<file path="src/rtl/slb_pkg.sv">
// ----------------------------------------------------------------------------
// slb_pkg
// Shared constants and the set-1 scancode to ASCII map of the line buffer.
// ----------------------------------------------------------------------------
package slb_pkg;

  localparam int DEFAULT_DEPTH = 64;
  localparam int CHAR_W        = 7;
  localparam int CODE_W        = 7;
  localparam int RELEASE_BIT   = 7;

  localparam logic [CODE_W-1:0] ENTER_CODE = 7'h1c;

  function automatic logic [CHAR_W-1:0] map_code(input logic [CODE_W-1:0] code);
    logic [CHAR_W-1:0] ch;
    case (code)
      7'h02: ch = 7'h31;
      7'h03: ch = 7'h32;
      7'h04: ch = 7'h33;
      7'h05: ch = 7'h34;
      7'h06: ch = 7'h35;
      7'h07: ch = 7'h36;
      7'h08: ch = 7'h37;
      7'h09: ch = 7'h38;
      7'h0a: ch = 7'h39;
      7'h0b: ch = 7'h30;
      7'h0c: ch = 7'h2d;
      7'h10: ch = 7'h71;
      7'h11: ch = 7'h77;
      7'h12: ch = 7'h65;
      7'h13: ch = 7'h72;
      7'h14: ch = 7'h74;
      7'h15: ch = 7'h79;
      7'h16: ch = 7'h75;
      7'h17: ch = 7'h69;
      7'h18: ch = 7'h6f;
      7'h19: ch = 7'h70;
      7'h1c: ch = 7'h0a;
      7'h1e: ch = 7'h61;
      7'h1f: ch = 7'h73;
      7'h20: ch = 7'h64;
      7'h21: ch = 7'h66;
      7'h22: ch = 7'h67;
      7'h23: ch = 7'h68;
      7'h24: ch = 7'h6a;
      7'h25: ch = 7'h6b;
      7'h26: ch = 7'h6c;
      7'h2c: ch = 7'h7a;
      7'h2d: ch = 7'h78;
      7'h2e: ch = 7'h63;
      7'h2f: ch = 7'h76;
      7'h30: ch = 7'h62;
      7'h31: ch = 7'h6e;
      7'h32: ch = 7'h6d;
      7'h35: ch = 7'h2f;
      7'h39: ch = 7'h20;
      default: ch = 7'h3f;
    endcase
    return ch;
  endfunction

endpackage

</file>
<file path="src/rtl/scancode_line_buffer_unit.sv">
// ----------------------------------------------------------------------------
// scancode_line_buffer_unit
// Keyboard set-1 scancode to ASCII line buffer with a drain on Enter release.
// ----------------------------------------------------------------------------
// Slave channel: one scancode byte per beat; bit 7 set marks a key release.
// A press beat appends the mapped character to a
// ring buffer held in one synchronous RAM of BUFFER_DEPTH entries; a press
// that finds the buffer full is dropped. Releases of other keys are ignored.
// An Enter release drains the buffer oldest first on the master channel,
// tlast on the final character. With the buffer empty it gives one beat with
// tuser set, tlast set and zero data.
// Drain: an Enter release moves the state to DRAIN, the RAM read then
// registers the first character and the output register presents it; after
// that one character per cycle while the master side accepts, set by the
// single RAM read port. s_axis_tready stays low until the last character's
// RAM read is issued, or until the empty beat is loaded.
// A stalled master side holds the output register and the RAM read data, and
// the drain waits. Reset empties the buffer and clears the output; the RAM
// contents are not cleared.
// ----------------------------------------------------------------------------
module scancode_line_buffer_unit #(
  parameter int BUFFER_DEPTH = slb_pkg::DEFAULT_DEPTH
) (
  input  logic       clk,
  input  logic       rst,
  input  logic       s_axis_tvalid,
  output logic       s_axis_tready,
  input  logic [7:0] s_axis_tdata,   // [7:0] scan_byte
  output logic       m_axis_tvalid,
  input  logic       m_axis_tready,
  output logic [7:0] m_axis_tdata,   // [6:0] character, [7] zero
  output logic       m_axis_tlast,   // last_of_run
  output logic       m_axis_tuser    // was_empty
);
  import slb_pkg::*;

  localparam int PTR_W = $clog2(BUFFER_DEPTH);
  localparam int CNT_W = $clog2(BUFFER_DEPTH + 1);
  localparam logic [PTR_W-1:0] LAST_SLOT = PTR_W'(BUFFER_DEPTH - 1);
  localparam logic [CNT_W-1:0] FULL_CNT  = CNT_W'(BUFFER_DEPTH);
  localparam logic [CNT_W-1:0] ONE_CNT   = CNT_W'(1);

  typedef enum logic [1:0] {IDLE, DRAIN, EMPTY} state_t;

  logic [CHAR_W-1:0] mem [BUFFER_DEPTH];

  state_t            state;
  logic [PTR_W-1:0]  wptr;
  logic [PTR_W-1:0]  rptr;
  logic [CNT_W-1:0]  fill_count;
  logic [CHAR_W-1:0] rd_data;
  logic              rd_pending;
  logic              pend_last;
  logic              out_valid;
  logic [CHAR_W-1:0] out_char;
  logic              out_last;
  logic              out_empty;

  logic              in_acc;
  logic              is_release;
  logic              is_enter;
  logic [CHAR_W-1:0] ch;
  logic              full;
  logic              wr_en;
  logic              out_free;
  logic              load;
  logic              issue;
  logic              empty_load;

  assign s_axis_tready = (state == IDLE);
  assign in_acc        = s_axis_tvalid && s_axis_tready;
  assign is_release    = s_axis_tdata[RELEASE_BIT];
  assign is_enter      = (s_axis_tdata[CODE_W-1:0] == ENTER_CODE);
  assign ch            = map_code(s_axis_tdata[CODE_W-1:0]);
  assign full          = (fill_count == FULL_CNT);
  assign wr_en         = in_acc && !is_release && !full;
  assign out_free      = !out_valid || m_axis_tready;
  assign load          = rd_pending && out_free;
  assign issue         = (state == DRAIN) && (fill_count != '0) && (!rd_pending || load);
  assign empty_load    = (state == EMPTY) && out_free && !rd_pending;

  always_ff @(posedge clk) begin
    if (wr_en) begin
      mem[wptr] <= ch;
    end
    if (issue) begin
      rd_data <= mem[rptr];
    end
  end

  always_ff @(posedge clk) begin
    if (rst) begin
      state      <= IDLE;
      wptr       <= '0;
      rptr       <= '0;
      fill_count <= '0;
      rd_pending <= 1'b0;
      pend_last  <= 1'b0;
      out_valid  <= 1'b0;
      out_char   <= '0;
      out_last   <= 1'b0;
      out_empty  <= 1'b0;
    end else begin
      if (load) begin
        out_valid <= 1'b1;
        out_char  <= rd_data;
        out_last  <= pend_last;
        out_empty <= 1'b0;
      end else if (empty_load) begin
        out_valid <= 1'b1;
        out_char  <= '0;
        out_last  <= 1'b1;
        out_empty <= 1'b1;
      end else if (m_axis_tready) begin
        out_valid <= 1'b0;
      end

      if (issue) begin
        rd_pending <= 1'b1;
        pend_last  <= (fill_count == ONE_CNT);
      end else if (load) begin
        rd_pending <= 1'b0;
      end

      if (wr_en) begin
        wptr       <= (wptr == LAST_SLOT) ? '0 : wptr + 1'b1;
        fill_count <= fill_count + 1'b1;
      end else if (issue) begin
        rptr       <= (rptr == LAST_SLOT) ? '0 : rptr + 1'b1;
        fill_count <= fill_count - 1'b1;
      end

      case (state)
        IDLE: begin
          if (in_acc && is_release && is_enter) begin
            state <= (fill_count == '0) ? EMPTY : DRAIN;
          end
        end
        DRAIN: begin
          if (issue && fill_count == ONE_CNT) begin
            state <= IDLE;
          end
        end
        EMPTY: begin
          if (empty_load) begin
            state <= IDLE;
          end
        end
        default: state <= IDLE;
      endcase
    end
  end

  assign m_axis_tvalid = out_valid;
  assign m_axis_tdata  = {1'b0, out_char};
  assign m_axis_tlast  = out_last;
  assign m_axis_tuser  = out_empty;

`ifndef SYNTH
  a_fill_bound: assert property (@(posedge clk) disable iff (rst)
    fill_count <= FULL_CNT)
    else $error("fill count exceeds buffer depth");

  a_empty_marks: assert property (@(posedge clk) disable iff (rst)
    m_axis_tvalid && m_axis_tuser |-> m_axis_tlast && m_axis_tdata == 8'h00)
    else $error("empty beat without tlast or with nonzero data");

  a_hold_read: assert property (@(posedge clk) disable iff (rst)
    rd_pending && !load |=> rd_pending && $stable(rd_data))
    else $error("pending read data lost under stall");

  a_drain_end: assert property (@(posedge clk) disable iff (rst)
    issue && fill_count == ONE_CNT |=> fill_count == '0 && pend_last)
    else $error("drain did not end with last mark");
`endif

endmodule
</file>
<file path="config.mk">
export PLATFORM = sky130hd
export DESIGN_NAME = scancode_line_buffer_unit
export DESIGN_NICKNAME = d
export VERILOG_FILES = /design/src/rtl/slb_pkg.sv /design/src/rtl/scancode_line_buffer_unit.sv
export SDC_FILE = /design/constraint.sdc
export NUM_CORES = 1
export LEC_CHECK = 0
export BUFFER_PORTS_ARGS = -buffer_cell sky130_fd_sc_hd__buf_2
export CORE_ASPECT_RATIO = 0.5
export CORE_MARGIN = 3
export CORE_UTILIZATION = 55
export DETAILED_ROUTE_END_ITERATION = 10
export PLACE_DENSITY_LB_ADDON = 0.15
export SLEW_MARGIN = 30
export SYNTH_ARGS = -nofsm -noshare
export SYNTH_HDL_FRONTEND = slang
export SYNTH_SLANG_ARGS = --single-unit
</file>
<file path="constraint.sdc">
create_clock -name clk -period 5.9 [get_ports clk]
set_input_delay 1.77 -clock clk [delete_from_list [all_inputs] [get_ports clk]]
set_output_delay 1.77 -clock clk [all_outputs]
set_load 0.02 [all_outputs]
</file>
==> impl_results.md <==
- CTS max path bufs: 3
- Tmin final: 3.955 ns
- Synth cell types: 67
- Die Area: 0.03889 mm^2
- # Max-Cap Violations: 0
- Leakage: 7.064 nW
- Post-synth EDFFs: 455
- # nets final: 1201
- Ys Warns: 0
- HPWL after DPL: 26830 um
- Largest net degree at the start of global routing: 68
- Worst skew pair latency: 0.56 ns
- HP Class: reg -> reg
- Status: complete, no violations
- Net Count, Synth: 1196
- Syn avg cell area: 17.19 um^2
- Die height: 140.9 um
- Clk sink count: 488
- Vias: 10687
- Routed WL per cell: 25.82 um
- Initial Utilization: 0.5692
- Dpl cell area: 0.02057 mm^2
- Post-CTS sizing: 0
- Post-synth top area cell: edfxtp_1
- Worst Max-Slew Pin Slew: 1.069 ns
- Worst clock skew: 0.02724 ns
- CTS tree: done
- Required time worst endpoint: 6.09 ns
- First-pass GRT wire length: 65610 um
- Placer Congestion: 0.8648
- Post-Route WL: 43220 um
- DR iter-0 viols: 1079
- Syn Std Cell Area: 0.02003 mm^2
- Final hold vios: 0
- Gr ovfl total: 0
- Syn Inst Count: 1165
- DP Worst Slack: 1.349 ns
- Max frequency: 252.9 MHz
- Seq/Total Area, Yosys: 0.7151
- Top_reg_cell synth: edfxtp_1
- Htree depth: 2
- Num CTS Buffers: 43
- Die X: 275.9 um
- Synth area leaders: edfxtp_1 68%, mux4_2 10%, dfxtp_1 3.3%
- FFs w/ async S/R, synth: 0
- Max-slew violations: 0
- Vias in the first global route: 10624
- Hold buffer count at cts: 0
- Rel. slew slack: 0.2850
- First drt pass iteration count: 5
- RSZ-0062 raised after global routing: false
- Worst path arrival time: 4.14 ns
- Cell Pwr Density: 303.5 mW/mm^2
- Gr usage total: 0.2275
- Total negative slack: 0 ns
- Antenna-violating nets left: 0
- Layout Cells excl Fill: 1674
- Layout cells sized above 1: 0.2002
- Area growth syn-to-layout: 9.263%
- CP Max Fanout: 16
- Design Area, Final: 0.02189 mm^2
- Via-to-Cell Ratio: 6.384
- Setup violators final: 0
- Core Area: 0.03519 mm^2
- Reg clk slew, reported paths: 0.06 ns
- # diodes: 0
- Final period util: 0.6703
- WS Path Type: in -> reg
- Final setup margin: 1.945 ns
- Maximum vdd drop: 188.1 uV
- Initial antenna violation count: 1
- # rows: 48
- Area fraction of the dominant cell type after synthesis: 0.6821
- DRC viols: 0
- IO Port Bufs: 22
- Post-CTS setup buffers: 0
- CTS root buf: clkbuf_16
- I/O pin cnt: 24
- Yosys reg bits: 488
- Placed cells: 1599
- Startpoint type of the worst setup path: primary input
- Crit. End Element: flip-flop
-- flip-flops by register name, indices dropped and copies added (netlist names), 2 cells and up --
| register | count |
|---|---|
| mem | 448 |
| fill_count | 7 |
| out_char | 7 |
| rd_data | 7 |
| rptr | 6 |
| wptr | 6 |
| state | 2 |
-- through the flow --
step	power (mW)	hold slack (ns)	utilization
finish	6.642	0.4689	0.6219
global route	6.841	0.5140	0.6219
CTS	6.681	0.4673	0.6213
detailed placement	4.052	0.4585	0.5845
global placement	4.046	0.4487	0.5841
floorplan	3.977	0.4363	-
-- cell families (layout without fill, tap and decap cells) --
logic type | count (synthesis) | in the layout | synth area share
muxes | 150 | 150 | 0.1329
other | 1 | 1 | 0.0001872
AOI/OAI and AO/OA | 183 | 183 | 0.06259
adders and majority gates | 19 | 19 | 0.01187
DFF | 488 | 488 | 0.7151
and+or+nand+nor | 222 | 222 | 0.05309
buffers and inverters | 93 | 127 | 0.02042
xor gates and xnor gates | 9 | 9 | 0.003935
-- cells in the mapped netlist (all sizes together) (4+ instances only) --
| cell type | instances |
|---|---|
| and2 | 4 |
| nand2b | 8 |
| nor2b | 10 |
| edfxtp | 455 |
| a22o | 6 |
| nor3 | 9 |
| a22oi | 36 |
| a221oi | 8 |
| nand3 | 21 |
| inv | 16 |
| mux4 | 90 |
| or2 | 5 |
| a211oi | 10 |
| and3 | 4 |
| nand4 | 6 |
| nand3b | 5 |
| mux2 | 27 |
| nor2 | 104 |
| clkbuf | 33 |
| a31oi | 7 |
| o221ai | 6 |
| mux2i | 33 |
| a211o | 11 |
| o21ai | 28 |
| o22ai | 9 |
| buf | 43 |
| a21oi | 49 |
| ha | 19 |
| nand2 | 30 |
| dfxtp | 33 |
| xor2 | 7 |
-- report_power, final --
part,internal [mW],switching (mW),total (mW)
logic,0.0437,0.129,0.173
clock network,1.47,1.20,2.67
registers,3.80,0.00433,3.80
-- final timing paths --
check             startpoint          to  slack [ns]  cells after the start
min reg2reg        pend_last   pend_last        0.47                      2
max reg2reg          rptr[2]  rd_data[4]        2.80                      6
min                pend_last   pend_last        0.47                      2
max          s_axis_tdata[7]  mem[32][6]        1.95                      7
-- cell type report --
| type | instances | area (um^2) |
|---|---|---|
| Clock buffer | 52 | 1110 |
| Clock inverter | 22 | 185.2 |
| Fill cell | 2514 | 13310 |
| Inverter | 17 | 66.31 |
| Multi-Input combinational cell | 584 | 5330 |
| Sequential cell | 488 | 14340 |
| Tap cell | 475 | 594.3 |
| Timing Repair Buffer | 36 | 265.3 |
-- critical path, cell delays in order --
cell and delay, ns:
buf_2 0.11, or4b_4 0.50, a31oi_2 0.15, buf_4 0.24, and2b_1 0.20, nand2_1 0.41
nor2_1 0.75
-- cells in the final DEF, fill, tap and decap left out, drive strengths merged, types with 3 or more instances in the layout --
cell type and instances:
mux4 90, edfxtp 455, nand3b 5, clkbuf 52, a211oi 10, mux2i 33, bufinv 3, nand3 21
or3b 3, nor3b 3, and3 4, nor2 104, o21ai 28, a221oi 8, dfxtp 33, mux2 27
o22ai 9, nor3 9, a22o 6, clkinv 17, ha 19, nor2b 10, a21oi 49, o221ai 6
inv 17, nand4 6, and2 4, or2 5, a211o 11, nand2b 8, buf 36, a31oi 7
a22oi 36, xor2 7, nand2 30
-- per-layer routing --
metal / track usage / vias to the layer above / part of all wire
met4: 0.04994 / 0 / 0.018
met1: 0.3497 / 5550 / 0.45
met3: 0.05357 / 56 / 0.082
met5: 0 / - / 0
li1: - / 4656 / -
met2: 0.3360 / 425 / 0.45
Power figures use the tool's default switching activity.
